<file path="config.mk">
export PLATFORM = sky130hd
export DESIGN_NAME = track_edge_row_scan_flat
export DESIGN_NICKNAME = d
export VERILOG_FILES = /design/src/rtl/tersc_pkg.sv /design/src/rtl/tersc_if.sv /design/src/rtl/tersc_in_reg.sv /design/src/rtl/tersc_core.sv /design/src/rtl/track_edge_row_scan.sv /design/src/flat_wrapper.sv
export SDC_FILE = /design/constraint.sdc
export NUM_CORES = 1
export LEC_CHECK = 0
export BUFFER_PORTS_ARGS = -buffer_cell sky130_fd_sc_hd__buf_2
export CAP_MARGIN = 10
export CORE_ASPECT_RATIO = 0.5
export CORE_UTILIZATION = 55
export DETAILED_ROUTE_END_ITERATION = 6
export PLACE_DENSITY = 0.77
export REMOVE_ABC_BUFFERS = 1
export SKIP_LAST_GASP = 1
export SLEW_MARGIN = 20
export SYNTH_ARGS = -nofsm -noshare
export SYNTH_HDL_FRONTEND = slang
export SYNTH_SLANG_ARGS = --single-unit
</file>
<file path="constraint.sdc">
create_clock -name clock -period 5.5 [get_ports clock]
set_input_delay 0 -clock clock [delete_from_list [all_inputs] [get_ports clock]]
set_output_delay 0 -clock clock [all_outputs]
set_load 0.02 [all_outputs]
</file>
<file path="src/rtl/tersc_pkg.sv">
// ----------------------------------------------------------------------------
// tersc_pkg: shared types and constants for the row-scan lane edge finder
// Payload structs of both channels, the stage word between the input
// register and the scan core, and register defaults.
// ----------------------------------------------------------------------------
package tersc_pkg;

   // column and length widths follow from the 256-column cap of the fields
   localparam int COL_W        = 8;
   localparam int LEN_W        = 9;
   localparam int WIDTH_CAP    = 256;
   localparam int DEFAULT_MAX_WIDTH = 256;

   // row_width register
   localparam int               ROW_WIDTH_W     = 9;
   localparam logic [ROW_WIDTH_W-1:0] ROW_WIDTH_RESET = 9'd160;

   // input word
   typedef struct packed {
      logic pixel;
      logic first_row;
   } req_payload_type;

   // result word
   typedef struct packed {
      logic [COL_W-1:0] left_edge;
      logic [COL_W-1:0] right_edge;
      logic             edge_found;
      logic [COL_W-1:0] mid_column;
      logic             mid_valid;
   } rsp_payload_type;

   // word held by the input register, seen by the scan core
   typedef struct packed {
      logic            valid;
      req_payload_type data;
   } stage_type;

endpackage

</file>
<file path="src/rtl/tersc_if.sv">
// ----------------------------------------------------------------------------
// tersc_if: valid/ready channels of the row-scan lane edge finder
// One interface for the pixel channel and one for the result channel.
// ----------------------------------------------------------------------------
interface tersc_req_if import tersc_pkg::*; ();
   logic            valid;
   logic            ready;
   req_payload_type payload;

   modport source (output valid, output payload, input ready);
   modport sink   (input valid, input payload, output ready);
endinterface

interface tersc_rsp_if import tersc_pkg::*; ();
   logic            valid;
   logic            ready;
   rsp_payload_type payload;

   modport source (output valid, output payload, input ready);
   modport sink   (input valid, input payload, output ready);
endinterface

</file>
<file path="src/rtl/tersc_in_reg.sv">
// ----------------------------------------------------------------------------
// tersc_in_reg: input register
// Captures one pixel word; takes a new word whenever it is empty or the
// scan core consumes the held word in the same cycle.
// ----------------------------------------------------------------------------
module tersc_in_reg import tersc_pkg::*; (
   input  logic      clock,
   input  logic      reset,
   tersc_req_if.sink req_if,
   input  logic      advance,
   output stage_type stage
);

   logic            valid_ff, valid_in;
   req_payload_type data_ff, data_in;
   logic            take;

   // free slot or slot draining this cycle
   assign take          = !valid_ff || advance;
   assign req_if.ready  = take;

   always_comb begin
      valid_in = valid_ff;
      data_in  = data_ff;
      if (take) begin
         valid_in = req_if.valid;
         if (req_if.valid) begin
            data_in = req_if.payload;
         end
      end
   end

   always_ff @(posedge clock) begin
      if (reset) begin
         valid_ff <= 1'b0;
      end else begin
         valid_ff <= valid_in;
      end
   end

   // payload, no reset
   always_ff @(posedge clock) begin
      data_ff <= data_in;
   end

   assign stage.valid = valid_ff;
   assign stage.data  = data_ff;

endmodule

</file>
<file path="src/rtl/tersc_core.sv">
// ----------------------------------------------------------------------------
// tersc_core: run tracking and row-end result register
// Follows white runs along the row, keeps the longest run that overlaps the
// previous row's segment and loads the result register at the row end.
// ----------------------------------------------------------------------------
module tersc_core import tersc_pkg::*; #(
   parameter int MAX_WIDTH = DEFAULT_MAX_WIDTH
) (
   input  logic                   clock,
   input  logic                   reset,
   input  logic [ROW_WIDTH_W-1:0] row_width,
   input  stage_type              stage,
   output logic                   advance,
   tersc_rsp_if.source            rsp_if
);

   localparam int               CAP   = (MAX_WIDTH < WIDTH_CAP) ? MAX_WIDTH : WIDTH_CAP;
   localparam logic [LEN_W-1:0] CAP_W = LEN_W'(CAP);

   // row state
   logic [COL_W-1:0] column_ff, column_in;
   logic [COL_W-1:0] run_start_ff, run_start_in;
   logic [LEN_W-1:0] run_length_ff, run_length_in;
   logic [COL_W-1:0] best_start_ff, best_start_in;
   logic [COL_W-1:0] best_end_ff, best_end_in;
   logic [LEN_W-1:0] best_length_ff, best_length_in;
   // previous row
   logic [COL_W-1:0] prev_left_ff, prev_left_in;
   logic [COL_W-1:0] prev_right_ff, prev_right_in;
   logic             prev_found_ff, prev_found_in;
   logic [COL_W-1:0] prev_mid_ff, prev_mid_in;
   logic             prev_mid_valid_ff, prev_mid_valid_in;
   // result register
   logic             rsp_valid_ff, rsp_valid_in;
   rsp_payload_type  rsp_data_ff, rsp_data_in;

   logic [LEN_W-1:0] eff_width;
   logic [LEN_W-1:0] last_col;
   logic             row_end;
   logic             pixel, first;

   logic [COL_W-1:0] run_start_n;
   logic [LEN_W-1:0] run_length_n;
   logic             judge_en;
   logic [COL_W-1:0] judge_start, judge_end;
   logic [LEN_W-1:0] judge_len;
   logic             overlap, take_run;
   logic [COL_W-1:0] best_start_n, best_end_n;
   logic [LEN_W-1:0] best_length_n;

   logic             found, mvalid;
   logic [COL_W-1:0] left, right, mid;
   logic [COL_W:0]   mid_sum;

   assign pixel = stage.data.pixel;
   assign first = stage.data.first_row;

   // clamp width to 1..cap and find the last column
   always_comb begin
      eff_width = row_width;
      if (eff_width == '0) begin
         eff_width = LEN_W'(1);
      end else if (eff_width > CAP_W) begin
         eff_width = CAP_W;
      end
   end
   assign last_col = eff_width - LEN_W'(1);
   assign row_end  = {1'b0, column_ff} >= last_col;

   // stalls only when a row-end word meets an unaccepted result
   assign advance = stage.valid && (!row_end || !rsp_valid_ff || rsp_if.ready);

   // run update and which run is judged on this pixel
   always_comb begin
      run_start_n  = run_start_ff;
      run_length_n = run_length_ff;
      judge_en     = 1'b0;
      judge_start  = run_start_ff;
      judge_end    = column_ff - COL_W'(1);
      judge_len    = run_length_ff;
      if (pixel) begin
         if (run_length_ff == '0) begin
            run_start_n  = column_ff;
            run_length_n = LEN_W'(1);
         end else if (run_length_ff != '1) begin
            run_length_n = run_length_ff + LEN_W'(1);
         end
         judge_en    = row_end;
         judge_start = run_start_n;
         judge_end   = column_ff;
         judge_len   = run_length_n;
      end else begin
         judge_en     = run_length_ff != '0;
         run_start_n  = '0;
         run_length_n = '0;
      end
   end

   // overlap with previous segment; later run wins a tie
   assign overlap  = prev_found_ff &&
                     !((prev_left_ff > judge_end) || (prev_right_ff < judge_start));
   assign take_run = judge_en && (first || overlap) && (judge_len >= best_length_ff);

   assign best_start_n  = take_run ? judge_start : best_start_ff;
   assign best_end_n    = take_run ? judge_end   : best_end_ff;
   assign best_length_n = take_run ? judge_len   : best_length_ff;

   // row-end result
   assign found   = best_length_n != '0;
   assign left    = found ? best_start_n : '0;
   assign right   = found ? best_end_n   : '0;
   assign mid_sum = {1'b0, left} + {1'b0, right};
   assign mvalid  = found || (prev_mid_valid_ff && !first);
   assign mid     = found ? mid_sum[COL_W:1] : (mvalid ? prev_mid_ff : '0);

   always_comb begin
      column_in         = column_ff;
      run_start_in      = run_start_ff;
      run_length_in     = run_length_ff;
      best_start_in     = best_start_ff;
      best_end_in       = best_end_ff;
      best_length_in    = best_length_ff;
      prev_left_in      = prev_left_ff;
      prev_right_in     = prev_right_ff;
      prev_found_in     = prev_found_ff;
      prev_mid_in       = prev_mid_ff;
      prev_mid_valid_in = prev_mid_valid_ff;
      rsp_valid_in      = rsp_valid_ff && !rsp_if.ready;
      rsp_data_in       = rsp_data_ff;
      if (advance) begin
         if (row_end) begin
            column_in              = '0;
            run_start_in           = '0;
            run_length_in          = '0;
            best_start_in          = '0;
            best_end_in            = '0;
            best_length_in         = '0;
            prev_left_in           = left;
            prev_right_in          = right;
            prev_found_in          = found;
            prev_mid_in            = mid;
            prev_mid_valid_in      = mvalid;
            rsp_valid_in           = 1'b1;
            rsp_data_in.left_edge  = left;
            rsp_data_in.right_edge = right;
            rsp_data_in.edge_found = found;
            rsp_data_in.mid_column = mid;
            rsp_data_in.mid_valid  = mvalid;
         end else begin
            column_in      = column_ff + COL_W'(1);
            run_start_in   = run_start_n;
            run_length_in  = run_length_n;
            best_start_in  = best_start_n;
            best_end_in    = best_end_n;
            best_length_in = best_length_n;
         end
      end
   end

   always_ff @(posedge clock) begin
      if (reset) begin
         column_ff         <= '0;
         run_start_ff      <= '0;
         run_length_ff     <= '0;
         best_start_ff     <= '0;
         best_end_ff       <= '0;
         best_length_ff    <= '0;
         prev_left_ff      <= '0;
         prev_right_ff     <= '0;
         prev_found_ff     <= 1'b0;
         prev_mid_ff       <= '0;
         prev_mid_valid_ff <= 1'b0;
         rsp_valid_ff      <= 1'b0;
      end else begin
         column_ff         <= column_in;
         run_start_ff      <= run_start_in;
         run_length_ff     <= run_length_in;
         best_start_ff     <= best_start_in;
         best_end_ff       <= best_end_in;
         best_length_ff    <= best_length_in;
         prev_left_ff      <= prev_left_in;
         prev_right_ff     <= prev_right_in;
         prev_found_ff     <= prev_found_in;
         prev_mid_ff       <= prev_mid_in;
         prev_mid_valid_ff <= prev_mid_valid_in;
         rsp_valid_ff      <= rsp_valid_in;
      end
   end

   // result payload, no reset
   always_ff @(posedge clock) begin
      rsp_data_ff <= rsp_data_in;
   end

   assign rsp_if.valid   = rsp_valid_ff;
   assign rsp_if.payload = rsp_data_ff;

endmodule

</file>
<file path="src/rtl/track_edge_row_scan.sv">
// ----------------------------------------------------------------------------
// track_edge_row_scan: longest-run lane edge scan over a binary road mask
// Top level: row_width register, input register and scan core.
// ----------------------------------------------------------------------------
// Pixels enter one word per clock while not stalled, row by row from the
// bottom row upward; first_row is set on every pixel of the first scanned
// row. The block takes a pixel on every cycle that it is not stalled and
// emits one result word at the last pixel of each row, after that pixel
// passes the input register and then the result register. The pixel stream
// stalls only when a row-end pixel finds the previous result word untaken.
// row_width (0 acts as 1, values above the cap act as the cap) is to be
// written through csr_wr_en / csr_wr_data only while the block is idle;
// the block does not enforce this. No clearing pass after reset is needed.
module track_edge_row_scan import tersc_pkg::*; #(
   parameter int MAX_WIDTH = DEFAULT_MAX_WIDTH
) (
   input  logic                   clock,
   input  logic                   reset,
   input  logic                   csr_wr_en,
   input  logic [ROW_WIDTH_W-1:0] csr_wr_data,
   tersc_req_if.sink              req_if,
   tersc_rsp_if.source            rsp_if
);

   logic [ROW_WIDTH_W-1:0] row_width_ff, row_width_in;
   stage_type              stage;
   logic                   advance;

   // row_width register
   assign row_width_in = csr_wr_en ? csr_wr_data : row_width_ff;

   always_ff @(posedge clock) begin
      if (reset) begin
         row_width_ff <= ROW_WIDTH_RESET;
      end else begin
         row_width_ff <= row_width_in;
      end
   end

   tersc_in_reg u_in_reg (
      .clock   (clock),
      .reset   (reset),
      .req_if  (req_if),
      .advance (advance),
      .stage   (stage)
   );

   tersc_core #(
      .MAX_WIDTH (MAX_WIDTH)
   ) u_core (
      .clock     (clock),
      .reset     (reset),
      .row_width (row_width_ff),
      .stage     (stage),
      .advance   (advance),
      .rsp_if    (rsp_if)
   );

endmodule

</file>
<file path="src/flat_wrapper.sv">
// flat-port wrapper written by rule: the top's interface ports become plain ports
module track_edge_row_scan_flat import tersc_pkg::*;
#(
   parameter int MAX_WIDTH = DEFAULT_MAX_WIDTH
)
  (clock, reset, csr_wr_en, csr_wr_data, req_if_valid, req_if_payload, req_if_ready, rsp_if_valid, rsp_if_payload, rsp_if_ready);
  tersc_req_if req_if_i ();
  tersc_rsp_if rsp_if_i ();
  input  logic clock;
  input  logic reset;
  input  logic csr_wr_en;
  input  logic [ROW_WIDTH_W-1:0] csr_wr_data;
  input wire logic [$bits(req_if_i.valid)-1:0] req_if_valid;
  input wire logic [$bits(req_if_i.payload)-1:0] req_if_payload;
  output wire logic [$bits(req_if_i.ready)-1:0] req_if_ready;
  output wire logic [$bits(rsp_if_i.valid)-1:0] rsp_if_valid;
  output wire logic [$bits(rsp_if_i.payload)-1:0] rsp_if_payload;
  input wire logic [$bits(rsp_if_i.ready)-1:0] rsp_if_ready;
  assign req_if_i.valid = req_if_valid;
  assign req_if_i.payload = req_if_payload;
  assign req_if_ready = req_if_i.ready;
  assign rsp_if_valid = rsp_if_i.valid;
  assign rsp_if_payload = rsp_if_i.payload;
  assign rsp_if_i.ready = rsp_if_ready;
  track_edge_row_scan #(.MAX_WIDTH(MAX_WIDTH)) u_core (.clock(clock), .reset(reset), .csr_wr_en(csr_wr_en), .csr_wr_data(csr_wr_data), .req_if(req_if_i), .rsp_if(rsp_if_i));
endmodule
</file>
* Word-level counts from Yosys, hierarchy flattened
Index checks and enable logic that the tools add are counted.
** Operators by class
- Add/subtract/negate cells :: 5
- Order comparisons :: 5
- Eq/ne operators :: 1
- Mux-type cells :: 26
- Reductions and logical operators :: 24
** Operators by type and width (number)
- 2-to-1 mux 8 bit :: 14
- 2-to-1 mux 9 bit :: 9
- zero test 9 bit :: 2
- nonzero test 9 bit :: 2
- adder 8 x 8 -> 9 bit :: 1
- adder 9 x 1 -> 9 bit, second input constant :: 1
- greater-or-equal comparator 8 x 9 -> 1 bit :: 1
- greater-or-equal comparator 9 bit :: 1
- > comparator 9 bit, second input constant :: 1
- != test 9 bit, second input constant :: 1
- subtractor 9 x 1 -> 9 bit, second input constant :: 1
- adder 8 x 1 -> 8 bit, second input constant :: 1
- > comparator 8 bit :: 1
- < comparator 8 bit :: 1
- subtractor 8 x 1 -> 8 bit, second input constant :: 1
- logical AND 1 bit :: 6
- zero test 1 bit :: 6
- logical OR 1 bit :: 6
- AND reduction 2 bit :: 2
- 2-to-1 mux 1 bit :: 3
** Storage, ports and cells
- Flip-flop bits (word level) :: 115
- Bits of input ports :: 16
- Output and inout bits :: 28
- Logic and storage cells :: 82

* Depth between registers and ports, before layout
Gate-level depths: netlist (run 1).
- Word-level depth :: 15
- Mapped depth :: 31
- Gate-level depth less buffers :: 28

* Modules after synthesis
Synthesis (run 1) repeated with hierarchy kept, for this count alone.
** Second synthesis, totals
- Cells, all modules :: 744
- Area total of the unflattened synthesis :: 6598.8 um^2
** By module, submodules not included
- tersc_core :: instances 1, cells each 707, area an instance 6149.6 um^2, sequential area each 2322.2 um^2
- track_edge_row_scan :: instances 1, cells each 29, area an instance 326.6 um^2, sequential area each 180.2 um^2
- tersc_in_reg :: instances 1, cells each 8, area an instance 122.6 um^2, sequential area each 80.1 um^2

* Worst setup path after synthesis (run 1)
No wires, ideal clock.
- Path type :: reg2reg
- Start point :: register u_core.row_width_ff[3]
- End point :: register u_core.u_core.rsp_data_ff, in the netlist u_core.u_core.rsp_if.payload[7], data pin
- Setup time :: 135 ps
- Arrival :: 5157 ps
- Required time :: 5365 ps
- Slack :: 208 ps
- Cell stages (with the launch flop) :: 31
- Path buffers :: 5
- Period minus slack after synthesis :: 5292 ps
- Cells stage by stage :: dfxtp_1 clkbuf_1 nor4_1 nand2b_1 nor3_1 o21ai_0 ha_1 clkbuf_1 nand2_1 a32oi_1 ha_1 a211oi_1 nand3_1 a31oi_1 o21ai_0 nand4_1 nand2b_1 o21ai_1 buf_4 buf_4 buf_4 nor2_1 ha_1 a21oi_1 o21ai_0 a21oi_1 nor2_1 nor2_1 o41ai_2 or3_1 nand3_1
** Between the ends
- Cells in the longest elaborated chain, start to end :: 13
- Elaborated cells on any way between the ends :: 19
- Those cells by class :: add/sub (2); order compare (2); mux (10); reduce/logical (5)
** RTL lines
- start, declared :: line track_edge_row_scan.sv:25 : logic [ROW_WIDTH_W-1:0] row_width_ff, row_width_in;
- start signal, assigned :: line track_edge_row_scan.sv:36 : row_width_ff <= row_width_in;
- > comparator 9 bit :: line tersc_core.sv:63 : end else if (eff_width > CAP_W) begin
- 2-to-1 mux 9 bit :: line tersc_core.sv:63
- 2-to-1 mux 9 bit (*) :: line tersc_core.sv:61 : if (eff_width == '0) begin
- subtractor 9 x 1 -> 9 bit (*) :: line tersc_core.sv:67 : assign last_col = eff_width - LEN_W'(1);
- greater-or-equal comparator 8 x 9 -> 1 bit (*) :: line tersc_core.sv:68 : assign row_end = {1'b0, column_ff} >= last_col;
- 2-to-1 mux 1 bit (*) :: line tersc_core.sv:81 : if (pixel) begin
- logical AND 1 bit (*) (2 in series) :: line tersc_core.sv:102 : assign take_run = judge_en && (first || overlap) && (judge_len >= best_length_ff);
- 2-to-1 mux 9 bit :: line tersc_core.sv:106 : assign best_length_n = take_run ? judge_len : best_length_ff;
- nonzero test 9 bit :: line tersc_core.sv:109 : assign found = best_length_n != '0;
- 2-to-1 mux 8 bit (*) :: line tersc_core.sv:110 : assign left = found ? best_start_n : '0;
- net u_core.u_core.left[2] :: line tersc_core.sv:52 : logic [COL_W-1:0] left, right, mid;
- adder 8 x 8 -> 9 bit (*) :: line tersc_core.sv:112 : assign mid_sum = {1'b0, left} + {1'b0, right};
- 2-to-1 mux 8 bit (*) :: line tersc_core.sv:114 : assign mid = found ? mid_sum[COL_W:1] : (mvalid ? prev_mid_ff : '0);
- net u_core.u_core.mid[6] :: line tersc_core.sv:52
- end signal, assigned :: line tersc_core.sv:192 : rsp_data_ff <= rsp_data_in;
- end, declared :: line tersc_core.sv:35 : rsp_payload_type rsp_data_ff, rsp_data_in;
Mark *: on every way through the listed nets, which the timed path passes. The rest lies on a longest branch.
A chain may end at the register's enable or synchronous reset.

* Worst setup path in the final report (run 1)
- Start point :: register u_core.u_core.column_ff[0]
- End point :: register u_core.u_core.rsp_data_ff, in the netlist u_core.u_core.rsp_if.payload[7], data pin
** Between the ends
- Cells in the longest elaborated chain, start to end :: 14
- Elaborated cells on any way between the ends :: 24
- Those cells by class :: add/sub (2); order compare (3); mux (11); reduce/logical (8)
** RTL lines
- start, declared :: line tersc_core.sv:21 : logic [COL_W-1:0] column_ff, column_in;
- start signal, assigned :: line tersc_core.sv:175 : column_ff <= column_in;
- subtractor 8 x 1 -> 8 bit or 2-to-1 mux 8 bit (tied branches) :: line tersc_core.sv:79, tersc_core.sv:82
- 2-to-1 mux 8 bit :: line tersc_core.sv:81
- > comparator 8 bit or < comparator 8 bit (tied branches) :: line tersc_core.sv:101 : !((prev_left_ff > judge_end) || (prev_right_ff < judge_start));
- logical OR 1 bit :: line tersc_core.sv:101
- zero test 1 bit :: line tersc_core.sv:101
- logical AND 1 bit :: line tersc_core.sv:100 : assign overlap = prev_found_ff &&
- logical OR 1 bit :: line tersc_core.sv:102
- logical AND 1 bit (*) (2 in series) :: line tersc_core.sv:102
- 2-to-1 mux 9 bit :: line tersc_core.sv:106
- nonzero test 9 bit :: line tersc_core.sv:109
- 2-to-1 mux 8 bit (*) :: line tersc_core.sv:110
- net u_core.u_core.left[2] :: line tersc_core.sv:52
- adder 8 x 8 -> 9 bit (*) :: line tersc_core.sv:112
- 2-to-1 mux 8 bit (*) :: line tersc_core.sv:114
- net u_core.u_core.mid[6] :: line tersc_core.sv:52
Marks and branches as above.

==> results of run 1 <==
[per-layer routing]
metal	share of wire (%)	global-route usage, %	routed length (microns)	up-vias
li1	-	-	-	2755
met1	45	37.0	7330	2720
met2	45	44.2	7350	267
met3	8.3	6.98	1350	29
met4	1.3	6.77	218	0
met5	0	0	0	-
[registers in the layout, summed over array words and instances (netlist names)]
register / flops
u_core.u_core.prev_mid_ff: 8
u_core.u_core.best_end_ff: 8
u_core.u_core.run_length_ff: 9
u_core.u_core.best_start_ff: 8
u_core.u_core.best_length_ff: 9
u_core.u_core.rsp_if.valid: 1
u_core.u_in_reg.valid_ff: 1
u_core.u_core.rsp_if.payload: 26
u_core.row_width_ff: 9
u_core.u_in_reg.stage: 2
u_core.u_core.column_ff: 8
u_core.u_core.prev_found_ff: 1
u_core.u_core.prev_right_ff: 8
u_core.u_core.prev_mid_valid_ff: 1
u_core.u_core.prev_left_ff: 8
u_core.u_core.run_start_ff: 8
[area by class of cell]
| cell class | count | share of cell area [%] |
|---|---|---|
| clock inverters | 10 | 2.06 |
| clock buffers | 22 | 6.07 |
| repair buffers | 92 | 8.35 |
| inverters | 34 | 1.67 |
| flip-flops and latches | 115 | 33.8 |
| multi-input cells | 541 | 45.7 |
| well taps | 145 | 2.37 |
[kinds of logic (layout without fill, tap and decap cells)]
kind of cell | after synthesis | in the layout | synth area share [%]
AND/OR/NAND/NOR | 285 | 285 | 20.9
AO/OA/AOI/OAI | 166 | 166 | 17.2
flip-flops | 115 | 115 | 41.0
buffers and inverters | 78 | 158 | 5.03
adder cells (fa/ha/maj) | 45 | 45 | 9.06
multiplexers | 24 | 24 | 3.88
XOR/XNOR | 21 | 21 | 2.92
[critical path: stages, from the launching register on]
cell	delay, ns
dfxtp_1	0.36
nor4_1	0.52
xor2_1	0.28
inv_1	0.11
ha_1	0.32
a211o_1	0.30
a31oi_1	0.20
a211oi_1	0.10
o41ai_1	0.28
buf_4	0.18
nand4_1	0.22
buf_4	0.25
o21ai_4	0.21
buf_12	0.21
nor2_1	0.08
ha_2	0.34
a21oi_2	0.16
o21ai_0	0.09
a21oi_1	0.19
nor2_1	0.06
nor2_1	0.19
o41ai_4	0.14
or3_1	0.36
nand3_1	0.11
[timing repair]
action,CTS,global route
gates resized for setup,1,27
hold buffers,14,0
endpoints found under the hold margin,15,0
buffers inserted,3,2
pin swaps,1,3
endpoints found under the setup margin,6,11
[power by group]
group          internal [mW]  switching [mW]  total (mW)
Sequential             0.870          0.0108       0.881
Combinational         0.0638          0.0976       0.161
Clock                  0.779           0.388        1.17
Total                   1.71           0.496        2.21
[through the flow]
stage,cells,cell area (sq um)
2_1_floorplan,690,6110
3_3_place_gp,908,6740
3_5_place_dp,908,6740
4_1_cts,957,7530
5_1_grt,959,7640
6_report,959,7640
[cells in the mapped netlist (5+ instances only)]
cell | number | share of area, %
nand3_1 | 16 | 1.3
a22oi_1 | 26 | 3.1
nand4_1 | 13 | 1.3
xor2_1 | 10 | 1.4
nand2_1 | 65 | 3.9
clkbuf_1 | 29 | 1.7
nor2b_1 | 6 | 0.60
xnor2_1 | 11 | 1.5
mux2i_1 | 21 | 3.3
a31oi_1 | 10 | 0.99
ha_1 | 44 | 8.7
dfxtp_1 | 87 | 28
a21oi_1 | 53 | 4.2
nand2b_1 | 7 | 0.70
inv_1 | 33 | 2.0
o21ai_1 | 19 | 1.5
and3_1 | 5 | 0.50
o21ai_0 | 21 | 1.7
edfxtp_1 | 28 | 13
buf_2 | 7 | 0.56
nor2_1 | 123 | 7.3
nor3_1 | 21 | 1.7
[worst paths after layout]
| path | slack [ns] | end | startpoint | cells past startpoint |
|---|---|---|---|---|
| worst min register to register | 0.45 | u_core.u_core.prev_mid_ff[2] | u_core.u_core.prev_mid_ff[2] | 2 |
| worst max register to register | 0.09 | u_core.u_core.rsp_if.payload[7] | u_core.u_core.column_ff[0] | 23 |
| worst max-delay path | 0.09 | u_core.u_core.rsp_if.payload[7] | u_core.u_core.column_ff[0] | 23 |
| worst min-delay path | 0.009 | u_core.row_width_ff[7] | csr_wr_en | 3 |
==> qor.yml, run 1 <==
status:
  outcome: "finished clean"
clock_tree:
  cts_made_buffers: 17
  clock_latency_ns: 0.41
  cts.sinks: 115
  clk_pin_slew_ns: 0.06
  clockBufferDepth: 2
  cts_tree: "yes"
  cts_max_level: 4
  cts-root-buf: "clkbuf_16"
pwr:
  power.leakage_nw: 3.06
  total_power_mw: 2.21
  power_per_cell_area_mw_per_mm2: 289
  ir_drop_v: 0.000194
floorplanning:
  start_util_pct: 56.8
  dieWidth_microns: 153
  die_height_microns: 77.6
  rows: 27
  dieArea_sq_mm: 0.0119
  fp.coreArea_sq_mm: 0.0111
  pin_count: 44
synthesis:
  yosys_warnings: 0
  avgSynthCellArea_sq_um: 8.58
  ys_ff_latch: 115
  synthCells: 734
  synth-async-reset-ratio_pct: 0
  ys_types: 68
  synthFlopType: "dfxtp_1"
  synth_edf_count: 28
  mappedNetlistArea_sq_mm: 0.00629
  yosysSeqAreaShare_pct: 41.0
route:
  drc: 0
  drt_pre_antenna_iters: 5
  drt_iter0_markers: 548
  dr_total_vias: 5771
  ant_nets: 0
  post_drt_wl_per_cell_microns: 17.0
  wl_microns: 16300
  avgViaCountPerCell: 6.02
layout:
  fin_nets: 862
  diodes: 0
  mostFrequentLayoutCell: "nor2_1"
  layout-drive-gt1-share_pct: 17.1
  multi_input_area_sq_mm: 0.00349
  final_cell_mix: "121 x nor2_1, 86 x dfxtp_1, 64 x nand2_1"
  fillCellCount: 834
  syn2layout_area_growth_pct: 21.4
  seq_area_sq_mm: 0.00258
  utilization_pct: 69.0
grt:
  grt_max_degree: 65
  track_usage_pct: 27.5
  grt_pass1_vias: 5280
  grt_pass1_wl_microns: 26000
  antenna_found_initial: 0
  gr-total-overflow: 0
sta:
  hold_viol: 0
  fin_worst_skew_ns: 0.00768
  fin_crit_sh_pct: 98.4
  worst_slew_pin_slew_ns: 1.09
  layout_min_cycle_time_ns: 5.41
  slew_violations: 0
  slew_headroom_pct: 26.7
  fmax_mhz: 185
  setup_viol: 0
  whs_ns: 0.00924
  setup_ws_ns: 0.0887
  timing.setup.tns_ns: 0
place:
  hpwl_microns: 10900
  gp_congestion: 0.921
  io_buffers: 43
  dp_slack_ns: -0.146
setup_path:
  arrival_ns: 5.68
  critPathLaunchType: "flip-flop"
  cp.required_ns: 5.77
  crit_path_end_kind: "flip-flop"
  worstSetupPathType: "flip-flop to flip-flop"
  path_max_fanout: 27
flow_run:
  drv_cap: 0
worst_hold_path:
  hold_class: "input port to flip-flop"
Note: power is estimated with default switching activity, not from simulation.
==> run 2: changes to the inputs <==
CELL_PAD_IN_SITES_DETAIL_PLACEMENT = 2   (was unset)
CELL_PAD_IN_SITES_GLOBAL_PLACEMENT = 2   (was unset)
CORE_UTILIZATION = 34   (was 55)
PLACE_DENSITY = unset   (was 0.77)
PLACE_DENSITY_LB_ADDON = 0.1   (was unset)
==> qor.yml, run 2 (synthesized netlist as in run 1, its figures left out) <==
floorplanning:
  start_util_pct: 35.5  # was 56.8%
  dieWidth_microns: 194  # was 153 microns
  rows: 34  # was 27
  pin_count: 44  # unchanged
  dieArea_sq_mm: 0.0191  # was 0.0119 sq mm
  die_height_microns: 98.2  # was 77.6 microns
  fp.coreArea_sq_mm: 0.0177  # was 0.0111 sq mm
layout:
  diodes: 0  # unchanged
  fin_nets: 891  # was 862
  mostFrequentLayoutCell: "nor2_1"  # unchanged
  layout-drive-gt1-share_pct: 20.0  # was 17.1%
  syn2layout_area_growth_pct: 25.9  # was 21.4%
  final_cell_mix: "119 x nor2_1, 86 x dfxtp_1, 64 x nand2_1"  # was 121 x nor2_1, 86 x dfxtp_1, 64 x nand2_1
  largest_reg_flops: 26  # unchanged
  postLayoutCellArea_sq_mm: 0.00793  # was 0.00764 sq mm
sta:
  layout_min_cycle_time_ns: 5.18  # was 5.41 ns
  fmax_mhz: 193  # was 185 MHz
  setup_viol: 0  # unchanged
  hold_viol: 0  # unchanged
  setup_ws_ns: 0.321  # was 0.0887 ns
  fin_crit_sh_pct: 94.2  # was 98.4%
  worst_slew_pin_slew_ns: 1.05  # was 1.09 ns
  slew_headroom_pct: 29.4  # was 26.7%
  slew_violations: 0  # unchanged
  fin_worst_skew_ns: 0.0109  # was 0.00768 ns
flow_run:
  drv_cap: 0  # unchanged
grt:
  grt_pass1_wl_microns: 35900  # was 26000 microns
  grt_pass1_vias: 6316  # was 5280
  gr-total-overflow: 0  # unchanged
  grt_max_degree: 42  # was 65
  antenna_found_initial: 1  # was 0
  track_usage_pct: 24.7  # was 27.5%
place:
  io_buffers: 43  # unchanged
  placed_area_sq_mm: 0.00705  # was 0.00674 sq mm
  hpwl_microns: 15800  # was 10900 microns
  gp_congestion: 0.821  # was 0.921
  dp_slack_ns: -0.146  # about the same
clock_tree:
  cts_max_level: 4  # unchanged
  clock_latency_ns: 0.42  # was 0.41 ns
  clockBufferDepth: 2  # unchanged
  clk_pin_slew_ns: 0.05  # was 0.06 ns
  cts_made_buffers: 17  # unchanged
  cts.sinks: 115  # unchanged
  cts_tree: "yes"  # unchanged
  cts-root-buf: "clkbuf_16"  # unchanged
route:
  wl_microns: 22400  # was 16300 microns
  avgViaCountPerCell: 5.44  # was 6.02
  dr_total_vias: 5858  # was 5771
  ant_nets: 0  # unchanged
  drt_iter0_markers: 185  # was 548
  post_drt_wl_per_cell_microns: 20.8  # was 17.0 microns
  drc: 0  # unchanged
  drt_pre_antenna_iters: 5  # unchanged
setup_path:
  crit_path_end_kind: "flip-flop"  # unchanged
  path_max_fanout: 23  # was 27
  crit-reg2reg-launch: "u_core.u_core.run_length_ff[0]"  # was u_core.u_core.column_ff[0]
  r2r_cells: 23  # unchanged
  startpoint: "u_core.u_core.run_length_ff[0]"  # was u_core.u_core.column_ff[0]
  worstSetupPathType: "flip-flop to flip-flop"  # unchanged
  cp.required_ns: 5.68  # was 5.77 ns
  arrival_ns: 5.36  # was 5.68 ns
  r2r-end: "u_core.u_core.rsp_if.payload[8]"  # was u_core.u_core.rsp_if.payload[7]
  critPathLaunchType: "flip-flop"  # unchanged
  critical_path.endpoint: "u_core.u_core.rsp_if.payload[8]"  # was u_core.u_core.rsp_if.payload[7]
  r2r_slack_ns: 0.32  # was 0.09 ns
status:
  outcome: "finished clean"  # unchanged
pwr:
  power.leakage_nw: 3.14  # was 3.06 nW
  power_per_cell_area_mw_per_mm2: 271  # was 289 mW/mm^2
  ir_drop_v: 0.000211  # was 0.000194 V
worst_hold_path:
  hold_class: "input port to flip-flop"  # unchanged
-- run 2: per-stage QoR --
step           instances  total power [mW]  TNS, ns  hold slack [ns]  utilization (%)
4_1_cts             1072              2.16        0           0.0129             43.9
3_5_place_dp        1023              1.06   -0.352            0.179             39.7
2_1_floorplan        690             0.984   -10.29           0.0691                -
5_1_grt             1077              2.23  -0.0203           0.0494             44.7
6_report            1077              2.15        0           0.0305             44.7
3_3_place_gp        1023              1.06        0            0.177             39.7
-- run 2: per-layer routing --
metal | up-vias | track usage (%) | wire length [microns]
met3 | 16 | 4.39 | 697
met4 | 0 | 6.11 | 234
met2 | 75 | 42.2 | 10700
li1 | 2799 | - | -
met1 | 2968 | 32.3 | 10900
met5 | - | 0 | 0
-- run 2: where the power goes --
group / internal, mW / switching (mW)
Clock: 0.664 / 0.419
Sequential: 0.869 / 0.00979
Combinational: 0.0734 / 0.113
-- run 2: what timing repair did --
| item | 4_1_cts | 5_1_grt |
|---|---|---|
| endpoints found under the hold margin | 15 | 0 |
| hold buffers | 16 | 0 |
| endpoints found under the setup margin | 5 | 10 |
| gates cloned | 0 | 0 |
| buffers inserted | 1 | 5 |
| gates resized for setup | 5 | 29 |
| pin swaps | 0 | 3 |
-- run 2: area by class of cell --
cell class                 instances  area [sq um]
clock inverter                    10           111
clock buffer                      22           444
timing repair buffer             121           865
inverter                          34           128
sequential                       115          2580
tap                              234           293
fill                            1938          9810
multi-input combinational        541          3500
-- run 2: critical path, stage by stage, from the launching register on --
cell and delay (ns):
dfxtp_1 0.31, buf_4 0.14, ha_2 0.21, and2_4 0.18, nand4_1 0.10, mux2_2 0.36, mux2_2 0.29, ha_1 0.32
nand4_1 0.10, o311a_1 0.37, o21ai_2 0.17, nand4_1 0.17, buf_4 0.20, o21ai_2 0.22, buf_4 0.19, buf_8 0.19
nor2_1 0.11, ha_1 0.38, a21oi_1 0.18, o21bai_1 0.14, a21o_1 0.21, a21oi_1 0.16, mux2i_1 0.11, buf_4 0.14
-- run 2: worst min-delay path by stage --
stage,slack (ns),depth (start not counted),end,start
floorplan,0.07,1,u_core.u_core.prev_left_ff[1],reset
global placement,0.18,1,u_core.u_in_reg.stage[1],req_if_payload[1]
finish,0.03,3,u_core.row_width_ff[8],csr_wr_en
detailed placement,0.18,1,u_core.u_in_reg.stage[0],req_if_payload[0]
global route,0.05,3,u_core.row_width_ff[1],csr_wr_en
CTS,0.01,3,u_core.row_width_ff[8],csr_wr_en
==> run 3: changes to the inputs <==
GPL_TIMING_DRIVEN = 0   (was unset)
==> qor.yml, run 3 (synthesized netlist as in run 1, its figures left out) <==
status:
  outcome: "finished clean"  # unchanged
floorplanning:
  fp.coreArea_sq_mm: 0.0177  # unchanged
  pin_count: 44  # unchanged
  dieArea_sq_mm: 0.0191  # unchanged
  start_util_pct: 35.5  # unchanged
  dieWidth_microns: 194  # unchanged
  die_height_microns: 98.2  # unchanged
  rows: 34  # unchanged
route:
  avgViaCountPerCell: 5.52  # was 5.44
  post_drt_wl_per_cell_microns: 21.7  # was 20.8 microns
  drc: 0  # unchanged
  drt_iter0_markers: 245  # was 185
  ant_nets: 0  # unchanged
  drt_pre_antenna_iters: 4  # was 5
  wl_microns: 23000  # was 22400 microns
  dr_total_vias: 5852  # was 5858
layout:
  final_cell_mix: "115 x nor2_1, 75 x dfxtp_1, 63 x nand2_1"  # was 119 x nor2_1, 86 x dfxtp_1, 64 x nand2_1
  syn2layout_area_growth_pct: 28.3  # was 25.9%
  postLayoutCellArea_sq_mm: 0.00807  # was 0.00793 sq mm
  fillCellCount: 1925  # was 1938
  mostFrequentLayoutCell: "nor2_1"  # unchanged
  fin_nets: 874  # was 891
  diodes: 0  # unchanged
  utilization_pct: 45.5  # was 44.7%
  largest_reg_flops: 26  # unchanged
  layout-drive-gt1-share_pct: 23.2  # was 20.0%
sta:
  slew_violations: 0  # unchanged
  slew_headroom_pct: 42.9  # was 29.4%
  hold_viol: 0  # unchanged
  worst_slew_pin_slew_ns: 0.857  # was 1.05 ns
  layout_min_cycle_time_ns: 5.49  # was 5.18 ns
  fin_crit_sh_pct: 99.7  # was 94.2%
  fmax_mhz: 182  # was 193 MHz
  setup_viol: 0  # unchanged
  fin_worst_skew_ns: 0.0114  # was 0.0109 ns
grt:
  grt_max_degree: 65  # was 42
  track_usage_pct: 24.0  # was 24.7%
  antenna_found_initial: 0  # was 1
  grt_pass1_vias: 6300  # was 6316
  gr-total-overflow: 0  # unchanged
  grt_pass1_wl_microns: 35200  # was 35900 microns
setup_path:
  crit-reg2reg-launch: "u_core.u_core.run_length_ff[0]"  # unchanged
  worst_path_max_delay_cell: "a221oi_4"  # was ha_1
  r2r_slack_ns: 0.01  # was 0.32 ns
  cp.required_ns: 5.68  # about the same
  path_buf_inv: 5  # unchanged
  crit_path_end_kind: "flip-flop"  # unchanged
  r2r-end: "u_core.u_core.rsp_if.payload[8]"  # unchanged
  cp_slowest_stage_delay_ns: 0.53  # was 0.38 ns
  cp_top_family: "compound AO/OA/AOI/OAI gates"  # unchanged
  crit_top_cell: "a21oi_1"  # was buf_4
  critPathLaunchType: "flip-flop"  # unchanged
  path_max_fanout: 12  # was 23
  worstSetupPathType: "flip-flop to flip-flop"  # unchanged
  arrival_ns: 5.67  # was 5.36 ns
  r2r_cells: 25  # was 23
worst_hold_path:
  hp-start: "csr_wr_en"  # unchanged
  hold_class: "input port to flip-flop"  # unchanged
  worstHoldEndpoint: "u_core.row_width_ff[6]"  # was u_core.row_width_ff[8]
  hold_depth: 3  # unchanged
place:
  placed_area_sq_mm: 0.00674  # was 0.00705 sq mm
  hpwl_microns: 14700  # was 15800 microns
  io_buffers: 43  # unchanged
  gp_congestion: 0.762  # was 0.821
clock_tree:
  cts-root-buf: "clkbuf_16"  # unchanged
  cts.sinks: 115  # unchanged
  cts_max_level: 4  # unchanged
  clk_pin_slew_ns: 0.06  # was 0.05 ns
  clockBufferDepth: 2  # unchanged
  cts_made_buffers: 17  # unchanged
  cts_tree: "yes"  # unchanged
  clock_latency_ns: 0.43  # was 0.42 ns
pwr:
  power_per_cell_area_mw_per_mm2: 269  # was 271 mW/mm^2
  power.leakage_nw: 3.14  # about the same
  total_power_mw: 2.17  # was 2.15 mW
  ir_drop_v: 0.000224  # was 0.000211 V
flow_run:
  drv_cap: 0  # unchanged
## run 3: cell count changes in the layout (fill, tap and decap cells not counted), sizes merged
cell / change
buf: -18
clkinvlp: +1
## run 3: cell type report
| cell class | count | area [sq um] | share of cell area [%] |
|---|---|---|---|
| Inverter | 34 | 134 | 1.66 |
| Tap cell | 234 | 293 | 3.63 |
| Sequential cell | 115 | 2610 | 32.3 |
| Clock inverter | 11 | 114 | 1.41 |
| Timing Repair Buffer | 104 | 786 | 9.73 |
| Multi-Input combinational cell | 541 | 3690 | 45.7 |
| Clock buffer | 21 | 450 | 5.58 |
## run 3: worst max-delay path by stage
| stage | slack (ns) | depth (start not counted) | startpoint | to |
|---|---|---|---|---|
| 2_1_floorplan | -0.97 | 22 | u_core.u_core.run_length_ff[0] | u_core.u_core.rsp_if.payload[8] |
| 3_3_place_gp | -4.20 | 25 | u_core.u_in_reg.stage[1] | u_core.u_core.prev_mid_ff[7] |
| 3_5_place_dp | -1.86 | 24 | u_core.u_in_reg.stage[1] | u_core.u_core.prev_mid_ff[7] |
| 4_1_cts | 0.002 | 28 | u_core.u_core.run_length_ff[0] | u_core.u_core.prev_mid_ff[7] |
| 5_1_grt | -0.11 | 28 | u_core.u_core.run_length_ff[0] | u_core.u_core.prev_mid_ff[7] |
| 6_report | 0.01 | 25 | u_core.u_core.run_length_ff[0] | u_core.u_core.rsp_if.payload[8] |
## run 3: metal layers
metal | vias to the layer above | track usage, % | routed length [microns]
met5 | - | 0 | 0
met4 | 0 | 5.31 | 260
met3 | 25 | 4.42 | 497
met2 | 63 | 40.9 | 11100
met1 | 2988 | 31.7 | 11100
li1 | 2776 | - | -
## run 3: repair_timing
item                                    4_1_cts  5_1_grt
pin swaps                                     3       12
gates cloned                                  0        2
buffers inserted                             14       23
hold endpoints to repair                     15        0
hold buffers                                 16        0
endpoints found under the setup margin       91       10
gates resized for setup                      43       38
## run 3: where the power goes
group	total, mW	switching (mW)	internal, mW
clock network	1.09	0.418	0.674
logic	0.196	0.116	0.0797
registers	0.884	0.0151	0.869
total	2.17	0.549	1.62
## run 3: metrics by stage
stage | TNS, ns | hold WS [ns] | worst slack, ns | std cells
after floorplan | -10.29 | 0.0691 | -0.969 | 690
after global placement | -177.11 | 0.178 | -4.20 | 967
after detailed placement | -25.41 | 0.180 | -1.86 | 973
after CTS | 0 | 0.00389 | 0.00169 | 1035
after global routing | -0.348 | 0.0299 | -0.108 | 1060
final | 0 | 0.0353 | 0.0145 | 1060
## run 3: worst reg2reg max path, cell delays in order, from the launching register on
cell	delay (ns)
dfxtp_2	0.35
inv_2	0.10
ha_1	0.19
nor4b_4	0.19
buf_4	0.17
nand3_4	0.07
buf_12	0.18
mux2i_2	0.25
ha_1	0.31
a21oi_1	0.26
a21oi_2	0.11
a2111oi_4	0.34
o41ai_4	0.18
and3_1	0.26
a221oi_4	0.53
or2_4	0.23
fa_2	0.22
inv_1	0.06
a21oi_2	0.18
o21ai_2	0.10
a21oi_1	0.25
o21bai_2	0.14
a21o_1	0.19
a21oi_1	0.15
mux2i_1	0.11
buf_4	0.14
